--- config.mk ---
export PLATFORM = sky130hd
export DESIGN_NAME = countdown_timer_button_controller_flat
export DESIGN_NICKNAME = d
export VERILOG_FILES = /design/src/rtl/ctbc_pkg.sv /design/src/rtl/ctbc_if.sv /design/src/rtl/countdown_timer_button_controller.sv /design/src/rtl/ctbc_button.sv /design/src/flat_wrapper.sv
export SDC_FILE = /design/constraint.sdc
export NUM_CORES = 1
export LEC_CHECK = 0
export ABC_AREA = 1
export BUFFER_PORTS_ARGS = -buffer_cell sky130_fd_sc_hd__buf_2
export CAP_MARGIN = 10
export CORE_AREA = 2 2 185 187
export DETAILED_ROUTE_END_ITERATION = 12
export DIE_AREA = 0 0 187 189
export GPL_TIMING_DRIVEN = 0
export HOLD_SLACK_MARGIN = 0.1
export PLACE_DENSITY = 0.69
export SYNTH_ARGS = -nofsm -noshare
export SYNTH_HDL_FRONTEND = slang
export SYNTH_SLANG_ARGS = --single-unit
export TNS_END_PERCENT = 5
--- constraint.sdc ---
create_clock -name clk_i -period 9.8 [get_ports clk_i]
set_clock_uncertainty 0.1 [all_clocks]
set_input_delay 0.49 -clock clk_i [delete_from_list [all_inputs] [get_ports clk_i]]
set_output_delay 0.49 -clock clk_i [all_outputs]
set_load 0.02 [all_outputs]
--- src/rtl/ctbc_pkg.sv ---
package ctbc_pkg;

  // Field widths
  localparam int unsigned SEC_W   = 16;
  localparam int unsigned SLOT_W  = 4;
  localparam int unsigned MODE_W  = 4;
  localparam int unsigned EV_W    = 3;
  localparam int unsigned TMO_W   = 7;
  localparam int unsigned HOLD_W  = 6;
  localparam int unsigned GUARD_W = 3;
  localparam int unsigned OP_W    = 2;
  localparam int unsigned CFG_IDX_W  = 3;
  localparam int unsigned CFG_DATA_W = 16;

  localparam int unsigned PRESET_SLOTS_DEF = 10;

  // Configuration reset values
  localparam logic [SEC_W-1:0]   MAX_SECONDS_RST   = 16'd35999;
  localparam logic [TMO_W-1:0]   TIMEOUT_LIMIT_RST = 7'd100;
  localparam logic [TMO_W-1:0]   ALARM_HOLD_RST    = 7'd40;
  localparam logic [HOLD_W-1:0]  LONG_TICKS_RST    = 6'd32;
  localparam logic [HOLD_W-1:0]  REPEAT_TICKS_RST  = 6'd9;
  localparam logic [GUARD_W-1:0] WAKE_GUARD_RST    = 3'd7;

  localparam logic [TMO_W-1:0] TMO_TOP = 7'h7F;

  // Adjust step sizes
  localparam int unsigned ADJ_W = 13;
  localparam logic signed [ADJ_W-1:0] STEP_1S  = 13'sd1;
  localparam logic signed [ADJ_W-1:0] STEP_10S = 13'sd10;
  localparam logic signed [ADJ_W-1:0] STEP_1M  = 13'sd60;
  localparam logic signed [ADJ_W-1:0] STEP_10M = 13'sd600;
  localparam logic signed [ADJ_W-1:0] STEP_1H  = 13'sd3600;

  typedef enum logic [OP_W-1:0] {
    OP_POLL = 2'd0,
    OP_SLOW = 2'd1,
    OP_SEC  = 2'd2,
    OP_WAKE = 2'd3
  } op_e;

  typedef enum logic [CFG_IDX_W-1:0] {
    CFG_MAX_SECONDS   = 3'd0,
    CFG_TIMEOUT_LIMIT = 3'd1,
    CFG_ALARM_HOLD    = 3'd2,
    CFG_LONG_TICKS    = 3'd3,
    CFG_REPEAT_TICKS  = 3'd4,
    CFG_WAKE_GUARD    = 3'd5
  } cfg_idx_e;

  typedef enum logic [8:0] {
    MODE_INIT  = 9'b0_0000_0001,
    MODE_COUNT = 9'b0_0000_0010,
    MODE_WAIT  = 9'b0_0000_0100,
    MODE_ADJS  = 9'b0_0000_1000,
    MODE_ADJM  = 9'b0_0001_0000,
    MODE_ADJH  = 9'b0_0010_0000,
    MODE_ALARM = 9'b0_0100_0000,
    MODE_SAVE  = 9'b0_1000_0000,
    MODE_DOWN  = 9'b1_0000_0000
  } mode_e;

  typedef enum logic [EV_W-1:0] {
    EV_LEFT    = 3'd0,
    EV_RIGHT   = 3'd1,
    EV_BOTH    = 3'd2,
    EV_LLEFT   = 3'd3,
    EV_LRIGHT  = 3'd4,
    EV_TIMEOUT = 3'd5,
    EV_NONE    = 3'd6
  } ev_e;

  typedef enum logic [1:0] {
    BTN_NONE  = 2'd0,
    BTN_SHORT = 2'd1,
    BTN_LONG  = 2'd2
  } btn_e;

  typedef struct packed {
    logic [HOLD_W-1:0] long_ticks;
    logic [HOLD_W-1:0] repeat_ticks;
  } btn_cfg_t;

  // External mode code of a one-hot state
  function automatic logic [MODE_W-1:0] mode_code(mode_e m);
    logic [MODE_W-1:0] c;
    unique case (m)
      MODE_INIT:  c = 4'd0;
      MODE_COUNT: c = 4'd1;
      MODE_WAIT:  c = 4'd2;
      MODE_ADJS:  c = 4'd3;
      MODE_ADJM:  c = 4'd4;
      MODE_ADJH:  c = 4'd5;
      MODE_ALARM: c = 4'd6;
      MODE_SAVE:  c = 4'd7;
      MODE_DOWN:  c = 4'd8;
      default:    c = 4'd0;
    endcase
    return c;
  endfunction

endpackage

--- src/rtl/ctbc_if.sv ---
interface ctbc_in_if import ctbc_pkg::*; ();
  logic              valid;
  logic              ready;
  logic [OP_W-1:0]   opcode;
  logic              left_level;
  logic              right_level;

  modport source (output valid, opcode, left_level, right_level, input ready);
  modport sink   (input valid, opcode, left_level, right_level, output ready);
endinterface

interface ctbc_out_if import ctbc_pkg::*; ();
  logic              valid;
  logic              ready;
  logic [MODE_W-1:0] mode;
  logic [SEC_W-1:0]  seconds_left;
  logic [SLOT_W-1:0] preset_index;
  logic [EV_W-1:0]   event_code;
  logic              alarm_started;
  logic              preset_written;
  logic              sleep_request;

  modport source (output valid, mode, seconds_left, preset_index, event_code,
                  alarm_started, preset_written, sleep_request, input ready);
  modport sink   (input valid, mode, seconds_left, preset_index, event_code,
                  alarm_started, preset_written, sleep_request, output ready);
endinterface

interface ctbc_cfg_if import ctbc_pkg::*; ();
  logic                  valid;
  logic                  ready;
  logic [CFG_IDX_W-1:0]  index;
  logic [CFG_DATA_W-1:0] data;

  modport source (output valid, index, data, input ready);
  modport sink   (input valid, index, data, output ready);
endinterface

--- src/rtl/countdown_timer_button_controller.sv ---
// Mode controller for a two-button countdown timer. Each input transfer is one
// item: a poll tick with both button pin levels (0 = pressed), a slow tick, a
// second-elapsed tick or a wake event. Every item yields exactly one result
// transfer carrying the mode, the seconds value, the preset slot, the event
// that drove the mode table and three strobes (alarm entered, preset stored,
// power down entered). One item is accepted per clock; its result is
// presented in the output register on the following cycle. The whole
// next-state function (press sorting, mode table, one bounded adjust add) is
// a single combinational pass from the state registers, so throughput is one
// item per cycle as long as the sink takes results. The output register
// decouples the sides: a new item is taken while the sink is ready or the
// register is empty. Configuration writes are always accepted (ready tied
// high) and take effect on the next item; indexes past the register list are
// dropped. The preset store lives in flip-flops and is cleared by reset.
module countdown_timer_button_controller import ctbc_pkg::*; #(
  parameter int unsigned PRESET_SLOTS = PRESET_SLOTS_DEF
) (
  input  logic       clk_i,
  input  logic       rst_ni,
  ctbc_in_if.sink    in_ch,
  ctbc_out_if.source out_ch,
  ctbc_cfg_if.sink   cfg_ch
);

  localparam int unsigned IDX_W = (PRESET_SLOTS > 1) ? $clog2(PRESET_SLOTS) : 1;
  localparam logic [SLOT_W:0] SLOTS_N = (SLOT_W+1)'(PRESET_SLOTS);

  // ---------------------------------------------------------------------------
  // Configuration registers
  // ---------------------------------------------------------------------------
  logic [SEC_W-1:0]   max_sec_q;
  logic [TMO_W-1:0]   tmo_limit_q, alarm_hold_q;
  logic [HOLD_W-1:0]  long_ticks_q, repeat_ticks_q;
  logic [GUARD_W-1:0] wake_ticks_q;

  assign cfg_ch.ready = 1'b1;

  always_ff @(posedge clk_i or negedge rst_ni) begin
    if (!rst_ni) begin
      max_sec_q      <= MAX_SECONDS_RST;
      tmo_limit_q    <= TIMEOUT_LIMIT_RST;
      alarm_hold_q   <= ALARM_HOLD_RST;
      long_ticks_q   <= LONG_TICKS_RST;
      repeat_ticks_q <= REPEAT_TICKS_RST;
      wake_ticks_q   <= WAKE_GUARD_RST;
    end else if (cfg_ch.valid) begin
      unique case (cfg_ch.index)
        CFG_MAX_SECONDS:   max_sec_q      <= cfg_ch.data[SEC_W-1:0];
        CFG_TIMEOUT_LIMIT: tmo_limit_q    <= cfg_ch.data[TMO_W-1:0];
        CFG_ALARM_HOLD:    alarm_hold_q   <= cfg_ch.data[TMO_W-1:0];
        CFG_LONG_TICKS:    long_ticks_q   <= cfg_ch.data[HOLD_W-1:0];
        CFG_REPEAT_TICKS:  repeat_ticks_q <= cfg_ch.data[HOLD_W-1:0];
        CFG_WAKE_GUARD:    wake_ticks_q   <= cfg_ch.data[GUARD_W-1:0];
        default: ;
      endcase
    end
  end

  // ---------------------------------------------------------------------------
  // State
  // ---------------------------------------------------------------------------
  mode_e              mode_q, mode_d;
  logic [SEC_W-1:0]   sec_q, sec_d;
  logic [SLOT_W-1:0]  slot_q, slot_d;
  logic [HOLD_W-1:0]  lhold_q, lhold_d, rhold_q, rhold_d;
  logic [TMO_W-1:0]   tmo_q, tmo_d;
  logic [GUARD_W-1:0] guard_q, guard_d;
  logic [SEC_W-1:0]   store_q [PRESET_SLOTS];

  // Handshake: output register frees up when the sink takes it
  logic out_valid_q;
  logic in_ready, accept;

  assign in_ready    = !out_valid_q || out_ch.ready;
  assign in_ch.ready = in_ready;
  assign accept      = in_ch.valid && in_ready;

  op_e op;
  assign op = op_e'(in_ch.opcode);

  // ---------------------------------------------------------------------------
  // Button sampling
  // ---------------------------------------------------------------------------
  btn_cfg_t btn_cfg;
  btn_e     press_l, press_r_raw, press_r;
  logic [HOLD_W-1:0] lhold_n, rhold_n;

  assign btn_cfg.long_ticks   = long_ticks_q;
  assign btn_cfg.repeat_ticks = repeat_ticks_q;

  ctbc_button u_btn_left (
    .level_i (in_ch.left_level),
    .hold_i  (lhold_q),
    .cfg_i   (btn_cfg),
    .press_o (press_l),
    .hold_o  (lhold_n)
  );

  ctbc_button u_btn_right (
    .level_i (in_ch.right_level),
    .hold_i  (rhold_q),
    .cfg_i   (btn_cfg),
    .press_o (press_r_raw),
    .hold_o  (rhold_n)
  );

  // right button is not looked at during alarm
  assign press_r = (mode_q == MODE_ALARM) ? BTN_NONE : press_r_raw;

  function automatic ev_e sort_event(btn_e a, btn_e b);
    ev_e e;
    if (a == BTN_SHORT && b == BTN_SHORT)     e = EV_BOTH;
    else if (a == BTN_LONG && b == BTN_LONG)  e = EV_BOTH;
    else if (a == BTN_LONG)                   e = EV_LLEFT;
    else if (b == BTN_LONG)                   e = EV_LRIGHT;
    else if (a == BTN_SHORT)                  e = EV_LEFT;
    else if (b == BTN_SHORT)                  e = EV_RIGHT;
    else                                      e = EV_NONE;
    return e;
  endfunction

  // ---------------------------------------------------------------------------
  // Poll tick event
  // ---------------------------------------------------------------------------
  logic poll_live, tmo_fire, sample, counting, alarm_go, any_press;
  ev_e  ev;

  assign poll_live = (op == OP_POLL) && (mode_q != MODE_DOWN) && (guard_q == '0);
  assign tmo_fire  = poll_live && (tmo_q > tmo_limit_q);
  assign sample    = poll_live && !tmo_fire;
  assign counting  = (mode_q == MODE_COUNT) || (mode_q == MODE_SAVE);
  assign alarm_go  = sample && counting && (sec_q == '0);
  assign any_press = (press_l != BTN_NONE) || (press_r != BTN_NONE);

  always_comb begin
    if (tmo_fire)                           ev = EV_TIMEOUT;
    else if (sample && !alarm_go && any_press) ev = sort_event(press_l, press_r);
    else                                    ev = EV_NONE;
  end

  // ---------------------------------------------------------------------------
  // Preset read: one address, chosen by what the mode table will load
  // ---------------------------------------------------------------------------
  logic [SLOT_W:0]   slot_inc;
  logic [SLOT_W-1:0] slot_next, load_slot;
  logic [IDX_W-1:0]  cur_idx, load_idx;
  logic [SEC_W-1:0]  preset_rd;

  assign slot_inc  = {1'b0, slot_q} + (SLOT_W+1)'(1);
  assign slot_next = (slot_inc >= SLOTS_N) ? '0 : slot_inc[SLOT_W-1:0];

  always_comb begin
    load_slot = slot_q;
    if (mode_q == MODE_INIT && ev == EV_RIGHT)  load_slot = slot_next;
    if (mode_q == MODE_INIT && ev == EV_LLEFT)  load_slot = '0;
  end

  assign cur_idx   = ({1'b0, slot_q} < SLOTS_N) ? slot_q[IDX_W-1:0] : '0;
  assign load_idx  = ({1'b0, load_slot} < SLOTS_N) ? load_slot[IDX_W-1:0] : '0;
  assign preset_rd = store_q[load_idx];

  // ---------------------------------------------------------------------------
  // Adjust step: one signed add and a bounds check
  // ---------------------------------------------------------------------------
  logic signed [ADJ_W-1:0] adj_delta;
  logic signed [SEC_W+1:0] adj_sum;
  logic                    adj_ok;

  always_comb begin
    adj_delta = '0;
    case (mode_q)
      MODE_ADJS: begin
        case (ev)
          EV_LEFT:   adj_delta = -STEP_1S;
          EV_RIGHT:  adj_delta = STEP_1S;
          EV_LLEFT:  adj_delta = -STEP_10S;
          EV_LRIGHT: adj_delta = STEP_10S;
          default: ;
        endcase
      end
      MODE_ADJM: begin
        case (ev)
          EV_LEFT:   adj_delta = -STEP_1M;
          EV_RIGHT:  adj_delta = STEP_1M;
          EV_LLEFT:  adj_delta = -STEP_10M;
          EV_LRIGHT: adj_delta = STEP_10M;
          default: ;
        endcase
      end
      MODE_ADJH: begin
        case (ev)
          EV_LEFT:  adj_delta = -STEP_1H;
          EV_RIGHT: adj_delta = STEP_1H;
          default: ;
        endcase
      end
      default: ;
    endcase
  end

  assign adj_sum = $signed({2'b00, sec_q}) +
                   $signed({{(SEC_W+2-ADJ_W){adj_delta[ADJ_W-1]}}, adj_delta});
  assign adj_ok  = !adj_sum[SEC_W+1] && (adj_sum[SEC_W:0] <= {1'b0, max_sec_q});

  // ---------------------------------------------------------------------------
  // Next state and mode table
  // ---------------------------------------------------------------------------
  logic alarm_s, stored_s, sleep_s;
  logic [TMO_W-1:0] tmo_alarm;

  assign tmo_alarm = (tmo_limit_q > alarm_hold_q) ? (tmo_limit_q - alarm_hold_q) : '0;

  always_comb begin
    mode_d   = mode_q;
    sec_d    = sec_q;
    slot_d   = slot_q;
    lhold_d  = lhold_q;
    rhold_d  = rhold_q;
    tmo_d    = tmo_q;
    guard_d  = guard_q;
    alarm_s  = 1'b0;
    stored_s = 1'b0;

    if (mode_q == MODE_DOWN) begin
      // only a wake gets through
      if (op == OP_WAKE) begin
        mode_d  = MODE_INIT;
        guard_d = wake_ticks_q;
      end
    end else begin
      case (op)
        OP_SLOW: if (tmo_q != TMO_TOP) tmo_d = tmo_q + TMO_W'(1);
        OP_SEC:  if (counting && sec_q != '0) sec_d = sec_q - SEC_W'(1);
        OP_POLL: begin
          if (guard_q != '0) begin
            guard_d = guard_q - GUARD_W'(1);
          end else if (tmo_fire) begin
            tmo_d = '0;
          end else begin
            lhold_d = lhold_n;
            if (mode_q != MODE_ALARM) rhold_d = rhold_n;
            if (alarm_go) begin
              mode_d  = MODE_ALARM;
              sec_d   = preset_rd;
              tmo_d   = tmo_alarm;
              alarm_s = 1'b1;
            end else if (any_press) begin
              tmo_d = '0;
            end
          end
        end
        default: ;
      endcase
    end

    if (ev != EV_NONE) begin
      unique case (mode_q)
        MODE_INIT: begin
          case (ev)
            EV_LEFT:  mode_d = MODE_COUNT;
            EV_RIGHT: begin
              slot_d = slot_next;
              sec_d  = preset_rd;
            end
            EV_BOTH:  mode_d = MODE_ADJS;
            EV_LLEFT: begin
              slot_d = '0;
              sec_d  = preset_rd;
            end
            EV_LRIGHT, EV_TIMEOUT: mode_d = MODE_DOWN;
            default: ;
          endcase
        end
        MODE_COUNT, MODE_WAIT: begin
          case (ev)
            EV_LEFT:    mode_d = (mode_q == MODE_COUNT) ? MODE_WAIT : MODE_COUNT;
            EV_RIGHT: begin
              mode_d = MODE_INIT;
              sec_d  = preset_rd;
            end
            EV_BOTH:    mode_d = MODE_ADJS;
            EV_LRIGHT:  mode_d = MODE_DOWN;
            EV_TIMEOUT: mode_d = (mode_q == MODE_COUNT) ? MODE_SAVE : MODE_DOWN;
            default: ;
          endcase
        end
        MODE_ADJS, MODE_ADJM: begin
          case (ev)
            EV_LEFT, EV_RIGHT, EV_LLEFT, EV_LRIGHT: begin
              if (adj_ok) sec_d = adj_sum[SEC_W-1:0];
            end
            EV_BOTH:    mode_d = (mode_q == MODE_ADJS) ? MODE_ADJM : MODE_ADJH;
            EV_TIMEOUT: mode_d = MODE_DOWN;
            default: ;
          endcase
        end
        MODE_ADJH: begin
          case (ev)
            EV_LEFT, EV_RIGHT: begin
              if (adj_ok) sec_d = adj_sum[SEC_W-1:0];
            end
            EV_BOTH: begin
              stored_s = 1'b1;
              mode_d   = MODE_INIT;
            end
            EV_LLEFT:              mode_d = MODE_COUNT;
            EV_LRIGHT, EV_TIMEOUT: mode_d = MODE_DOWN;
            default: ;
          endcase
        end
        MODE_ALARM: begin
          case (ev)
            EV_LEFT: begin
              mode_d = MODE_INIT;
              sec_d  = preset_rd;
            end
            EV_LRIGHT, EV_TIMEOUT: mode_d = MODE_DOWN;
            default: ;
          endcase
        end
        MODE_SAVE: begin
          if (ev == EV_LEFT) mode_d = MODE_COUNT;
        end
        default: ;
      endcase
    end
  end

  // events only fire outside power down, so any step into down is a new entry
  assign sleep_s = (ev != EV_NONE) && (mode_d == MODE_DOWN);

  // ---------------------------------------------------------------------------
  // Registers
  // ---------------------------------------------------------------------------
  always_ff @(posedge clk_i or negedge rst_ni) begin
    if (!rst_ni) begin
      mode_q  <= MODE_INIT;
      sec_q   <= '0;
      slot_q  <= '0;
      lhold_q <= '0;
      rhold_q <= '0;
      tmo_q   <= '0;
      guard_q <= WAKE_GUARD_RST;
      for (int i = 0; i < PRESET_SLOTS; i++) store_q[i] <= '0;
    end else if (accept) begin
      mode_q  <= mode_d;
      sec_q   <= sec_d;
      slot_q  <= slot_d;
      lhold_q <= lhold_d;
      rhold_q <= rhold_d;
      tmo_q   <= tmo_d;
      guard_q <= guard_d;
      if (stored_s) store_q[cur_idx] <= sec_q;
    end
  end

  always_ff @(posedge clk_i or negedge rst_ni) begin
    if (!rst_ni) begin
      out_valid_q <= 1'b0;
    end else if (accept) begin
      out_valid_q <= 1'b1;
    end else if (out_ch.ready) begin
      out_valid_q <= 1'b0;
    end
  end

  // result payload, no reset needed
  logic [MODE_W-1:0] res_mode_q;
  logic [SEC_W-1:0]  res_sec_q;
  logic [SLOT_W-1:0] res_slot_q;
  logic [EV_W-1:0]   res_ev_q;
  logic              res_alarm_q, res_stored_q, res_sleep_q;

  always_ff @(posedge clk_i) begin
    if (accept) begin
      res_mode_q   <= mode_code(mode_d);
      res_sec_q    <= sec_d;
      res_slot_q   <= slot_d;
      res_ev_q     <= ev;
      res_alarm_q  <= alarm_s;
      res_stored_q <= stored_s;
      res_sleep_q  <= sleep_s;
    end
  end

  assign out_ch.valid          = out_valid_q;
  assign out_ch.mode           = res_mode_q;
  assign out_ch.seconds_left   = res_sec_q;
  assign out_ch.preset_index   = res_slot_q;
  assign out_ch.event_code     = res_ev_q;
  assign out_ch.alarm_started  = res_alarm_q;
  assign out_ch.preset_written = res_stored_q;
  assign out_ch.sleep_request  = res_sleep_q;

  // ---------------------------------------------------------------------------
  // Assertions
  // ---------------------------------------------------------------------------
  a_sleep_mode: assert property (@(posedge clk_i) disable iff (!rst_ni)
    out_valid_q && out_ch.sleep_request |-> out_ch.mode == mode_code(MODE_DOWN))
    else $error("sleep request without power down mode");

  a_alarm_mode: assert property (@(posedge clk_i) disable iff (!rst_ni)
    out_valid_q && out_ch.alarm_started |->
      out_ch.mode == mode_code(MODE_ALARM) && out_ch.event_code == EV_NONE)
    else $error("alarm start with wrong mode or event");

  a_store_mode: assert property (@(posedge clk_i) disable iff (!rst_ni)
    out_valid_q && out_ch.preset_written |->
      out_ch.mode == mode_code(MODE_INIT) && out_ch.event_code == EV_BOTH)
    else $error("preset store outside hour adjust exit");

  a_stall_block: assert property (@(posedge clk_i) disable iff (!rst_ni)
    out_valid_q && !out_ch.ready |-> !in_ready)
    else $error("input taken while result stalled");

  a_slot_range: assert property (@(posedge clk_i) disable iff (!rst_ni)
    accept |=> {1'b0, slot_q} < SLOTS_N)
    else $error("preset slot out of range");

endmodule

--- src/rtl/ctbc_button.sv ---
module ctbc_button import ctbc_pkg::*; (
  input  logic              level_i,
  input  logic [HOLD_W-1:0] hold_i,
  input  btn_cfg_t          cfg_i,
  output btn_e              press_o,
  output logic [HOLD_W-1:0] hold_o
);

  logic [HOLD_W-1:0] base;

  // hold count restarts here after a long press
  assign base = (cfg_i.long_ticks > cfg_i.repeat_ticks) ?
                (cfg_i.long_ticks - cfg_i.repeat_ticks) : '0;

  always_comb begin
    press_o = BTN_NONE;
    hold_o  = hold_i;
    if (level_i) begin
      // released
      if (hold_i != '0 && hold_i < base) press_o = BTN_SHORT;
      hold_o = '0;
    end else if (hold_i < cfg_i.long_ticks) begin
      hold_o = hold_i + HOLD_W'(1);
    end else begin
      press_o = BTN_LONG;
      hold_o  = base;
    end
  end

endmodule

--- src/flat_wrapper.sv ---
// flat-port wrapper written by rule: the top's interface ports become plain ports
module countdown_timer_button_controller_flat import ctbc_pkg::*;
#(
  parameter int unsigned PRESET_SLOTS = PRESET_SLOTS_DEF
)
  (clk_i, rst_ni, in_ch_valid, in_ch_opcode, in_ch_left_level, in_ch_right_level, in_ch_ready, out_ch_valid, out_ch_mode, out_ch_seconds_left, out_ch_preset_index, out_ch_event_code, out_ch_alarm_started, out_ch_preset_written, out_ch_sleep_request, out_ch_ready, cfg_ch_valid, cfg_ch_index, cfg_ch_data, cfg_ch_ready);
  ctbc_in_if in_ch_i ();
  ctbc_out_if out_ch_i ();
  ctbc_cfg_if cfg_ch_i ();
  input  logic clk_i;
  input  logic rst_ni;
  input wire logic [$bits(in_ch_i.valid)-1:0] in_ch_valid;
  input wire logic [$bits(in_ch_i.opcode)-1:0] in_ch_opcode;
  input wire logic [$bits(in_ch_i.left_level)-1:0] in_ch_left_level;
  input wire logic [$bits(in_ch_i.right_level)-1:0] in_ch_right_level;
  output wire logic [$bits(in_ch_i.ready)-1:0] in_ch_ready;
  output wire logic [$bits(out_ch_i.valid)-1:0] out_ch_valid;
  output wire logic [$bits(out_ch_i.mode)-1:0] out_ch_mode;
  output wire logic [$bits(out_ch_i.seconds_left)-1:0] out_ch_seconds_left;
  output wire logic [$bits(out_ch_i.preset_index)-1:0] out_ch_preset_index;
  output wire logic [$bits(out_ch_i.event_code)-1:0] out_ch_event_code;
  output wire logic [$bits(out_ch_i.alarm_started)-1:0] out_ch_alarm_started;
  output wire logic [$bits(out_ch_i.preset_written)-1:0] out_ch_preset_written;
  output wire logic [$bits(out_ch_i.sleep_request)-1:0] out_ch_sleep_request;
  input wire logic [$bits(out_ch_i.ready)-1:0] out_ch_ready;
  input wire logic [$bits(cfg_ch_i.valid)-1:0] cfg_ch_valid;
  input wire logic [$bits(cfg_ch_i.index)-1:0] cfg_ch_index;
  input wire logic [$bits(cfg_ch_i.data)-1:0] cfg_ch_data;
  output wire logic [$bits(cfg_ch_i.ready)-1:0] cfg_ch_ready;
  assign in_ch_i.valid = in_ch_valid;
  assign in_ch_i.opcode = in_ch_opcode;
  assign in_ch_i.left_level = in_ch_left_level;
  assign in_ch_i.right_level = in_ch_right_level;
  assign in_ch_ready = in_ch_i.ready;
  assign out_ch_valid = out_ch_i.valid;
  assign out_ch_mode = out_ch_i.mode;
  assign out_ch_seconds_left = out_ch_i.seconds_left;
  assign out_ch_preset_index = out_ch_i.preset_index;
  assign out_ch_event_code = out_ch_i.event_code;
  assign out_ch_alarm_started = out_ch_i.alarm_started;
  assign out_ch_preset_written = out_ch_i.preset_written;
  assign out_ch_sleep_request = out_ch_i.sleep_request;
  assign out_ch_i.ready = out_ch_ready;
  assign cfg_ch_i.valid = cfg_ch_valid;
  assign cfg_ch_i.index = cfg_ch_index;
  assign cfg_ch_i.data = cfg_ch_data;
  assign cfg_ch_ready = cfg_ch_i.ready;
  countdown_timer_button_controller #(.PRESET_SLOTS(PRESET_SLOTS)) u_core (.clk_i(clk_i), .rst_ni(rst_ni), .in_ch(in_ch_i), .out_ch(out_ch_i), .cfg_ch(cfg_ch_i));
endmodule
==> results.sh <==
export IMPL_io_pins=61
export IMPL_grt_max_degree=106
export IMPL_yosys_warnings=0
export IMPL_hpwl_mm=41.5
export IMPL_row_count=67
export IMPL_cts_buffer_depth=3
export IMPL_fmax_ghz=0.110
export IMPL_dp_cells=2854
export IMPL_routedWlPerCell_um=19.1
export IMPL_worstPathArrival_ns=9.20
export IMPL_synth_mux_area_share_pct=0
export IMPL_synth_area_um2=17500
export IMPL_clk_latency_ns=0.53
export IMPL_slowest_stage="dfstp_2"
export IMPL_finalCriticalPeriod_ns=9.07
export IMPL_die_h_um=189
export IMPL_drive_above_1_share_pct=9.47
export IMPL_start_util_pct=52.7
export IMPL_status="finished, final reports clean"
export IMPL_portBuffers=59
export IMPL_clk_pin_slew_ns=0.06
export IMPL_powerDensity_nw_per_um2=234
export IMPL_finalHoldViolations=0
export IMPL_ir_drop_mv=0.142
export IMPL_final_cell_mix="686 x nand2_1, 284 x o21ai_0, 233 x dfrtp_1"
export IMPL_synth_compound_area_share_pct=14.8
export IMPL_async_flop_share_pct=89.5
export IMPL_synth_fa_ha_area_share_pct=6.26
export IMPL_synth_seq_area_share_pct=42.0
export IMPL_synthTopCellsByArea="dfrtp_1 33%, nand2_1 15%, o21ai_0 8.1%, ha_1 5.9%, nand3_1 5.7%"
export IMPL_slew_viol_final=0
export IMPL_worstSetupEndpointType="register"
export IMPL_post_synth_num_cell_types=58
export IMPL_fin_nets=2559
export IMPL_die_area_um2=35300
export IMPL_slowest_delay_ns=0.53
export IMPL_worst_setup_path_type="reg -> reg"
export IMPL_ys_ff_latch=287
export IMPL_synth_top_family_by_area="simple AND/OR/NAND/NOR gates"
export IMPL_cp_common_cell="nand2_1"
export IMPL_period_share_pct=92.5
export IMPL_cp_max_fo=10
export IMPL_placed_cell_area_um2=18500
export IMPL_grt_usage_pct=31.8
export IMPL_crit_path_start_kind="register"
export IMPL_worstMarginPinSlew_ns=1.03
export IMPL_synth_nets=2459
export IMPL_drt_iter0_markers=1373
export IMPL_grt_pass1_wl_mm=88.5
export IMPL_clock_sinks=287
export IMPL_synth_avg_cell_area_um2=7.48
export IMPL_routed_wirelength_mm=55.6
export IMPL_cts_tree="done"
export IMPL_setup_viol=0
export IMPL_antenna_found_initial=0
export IMPL_synth_edf_count=30
export IMPL_synth_top_area_share_pct=33.2
export IMPL_route_detailed_drc=0
export IMPL_avgViaCountPerCell=5.69
export IMPL_core_area_um2=33300
export IMPL_slew_limit_headroom_pct=31.5
export IMPL_drv_cap=0
export IMPL_postCtsSetupBuffers=0
export IMPL_globalplace_congestion=0.954
export IMPL_finalSetupTns_ns=0
export IMPL_synth_simple_area_share_pct=27.1
export IMPL_htreeDepth=2
export IMPL_first_global_vias=16300
export IMPL_syn2layout_area_growth_pct=12.4
export IMPL_diodes=0
export IMPL_fin_ws_ns=0.732
export IMPL_required_ns=9.93
export IMPL_yosys_most_used_dff="dfrtp_1"
export IMPL_whs_ns=0.118
export IMPL_cts_buffers=35
export IMPL_via_count=16600
export IMPL_final_cells=2918
export IMPL_leakagePower_nw=9.43
export IMPL_place_ws_ns=0.827
export IMPL_hold_class="in -> reg"
export IMPL_rsz0062_at_grt="false"
export IMPL_synthXorXnorAreaFrac_pct=1.80
export IMPL_design_area_um2=19700
export IMPL_fp_dieW_um=187
export IMPL_synth_top_cell_by_area="dfrtp_1"
export IMPL_drtAntennaViolNets=0
export IMPL_drt_pass1_iter_count=5
export IMPL_grt_ovfl_total=0
export IMPL_root_buffer="clkbuf_16"
export IMPL_netlist_instances=2345
export IMPL_final_common_cell="nand2_1"
==> power breakdown <==
part | internal [mW] | total, mW | switching, mW
Clock | 0.864 | 1.40 | 0.532
Combinational | 0.548 | 1.75 | 1.20
Sequential | 1.35 | 1.48 | 0.128
Total | 2.77 | 4.62 | 1.86
==> timing repair <==
item,CTS,global route
gates resized for setup,0,0
hold endpoints to repair,62,0
hold buffers,1,0
==> synthesized netlist by cell type (all sizes together) (29+ instances only) <==
cell,number
nand2,704
dfrtp,233
nor3,29
edfxtp,30
inv,246
nand3,204
xor2,30
clkbuf,75
nor2,132
ha,83
o21ai,304
a21oi,72
==> path summary, 6_finish.rpt <==
path / from / endpoint / slack [ns] / cells after the start
worst max-delay path: u_core.repeat_ticks_q[3]$_DFFE_PN1P_ / u_core.out_ch.seconds_left[6]$_DFFE_PP_ / 0.73 / 50
worst min-delay path: cfg_ch_data[10] / u_core.max_sec_q[10]$_DFFE_PN1P_ / 0.12 / 3
worst max register to register: u_core.repeat_ticks_q[3]$_DFFE_PN1P_ / u_core.out_ch.seconds_left[6]$_DFFE_PP_ / 0.73 / 50
worst min register to register: u_core.store_q[7]$_DFFE_PN0P_ / u_core.store_q[7]$_DFFE_PN0P_ / 0.38 / 2
max in group asynchronous: rst_ni / u_core.store_q[159]$_DFFE_PN0P_ / 7.79 / 4
min in group asynchronous: rst_ni / u_core.long_ticks_q[3]$_DFFE_PN0P_ / 0.43 / 2
==> per-stage QoR <==
| stage | utilization [%] | total power, mW |
|---|---|---|
| final | 59.3 | 4.62 |
| after global routing | 59.3 | 4.91 |
| after CTS | 59.3 | 4.61 |
| after detailed placement | 55.5 | 3.22 |
| after global placement | 55.3 | 3.17 |
| after floorplan | - | 2.69 |
==> sequential cells by signal (all words and copies together) (netlist names) <==
signal,count
u_core.store_q,160
u_core.repeat_ticks_q,6
u_core.tmo_limit_q,7
u_core.out_ch.valid,1
u_core.lhold_q,6
u_core.long_ticks_q,6
u_core.rhold_q,6
u_core.guard_q,3
u_core.tmo_q,7
u_core.alarm_hold_q,7
u_core.wake_ticks_q,3
u_core.out_ch.mode,4
u_core.sec_q,16
u_core.out_ch.alarm_started,1
u_core.out_ch.preset_index,4
u_core.out_ch.event_code,3
u_core.max_sec_q,16
u_core.out_ch.preset_written,1
u_core.out_ch.sleep_request,1
u_core.out_ch.seconds_left,16
u_core.slot_q,4
u_core.mode_q,9
==> routing by layer <==
| layer | part of all wire (%) | global-route usage (%) | up-vias |
|---|---|---|---|
| li1 | - | - | 7916 |
| met1 | 41 | 40.3 | 7930 |
| met2 | 48 | 54.6 | 619 |
| met3 | 6.7 | 3.78 | 152 |
| met4 | 4.6 | 14.7 | 0 |
| met5 | 0 | 0 | - |
==> kinds of logic (layout without fill, tap and decap cells) <==
kind of cell	count (synthesis)	count (layout)
flops	287	287
fa+ha+maj	86	86
compound gates	468	468
xor+xnor	36	36
buf+inv	357	482
simple gates	1110	1110
other cells	1	1
==> layout make-up <==
type | instances | area [µm²]
Sequential cell | 287 | 7360
Multi-Input combinational cell | 1701 | 8780
Tap cell | 448 | 561
Fill cell | 3141 | 13500
Clock inverter | 13 | 185
Buffer | 103 | 447
Timing Repair Buffer | 63 | 375
Inverter | 254 | 956
Clock buffer | 49 | 1060
==> worst max-delay path, delay by kind of cell (launching register included) <==
family,cells,cell delay (ns)
AOI/OAI and AO/OA,11,2.53
xor gates and xnor gates,1,0.22
adders and majority gates,4,1.30
buffers and inverters,9,0.85
DFF,1,0.53
and+or+nand+nor,25,3.21
(Power assumes the default switching activity.)
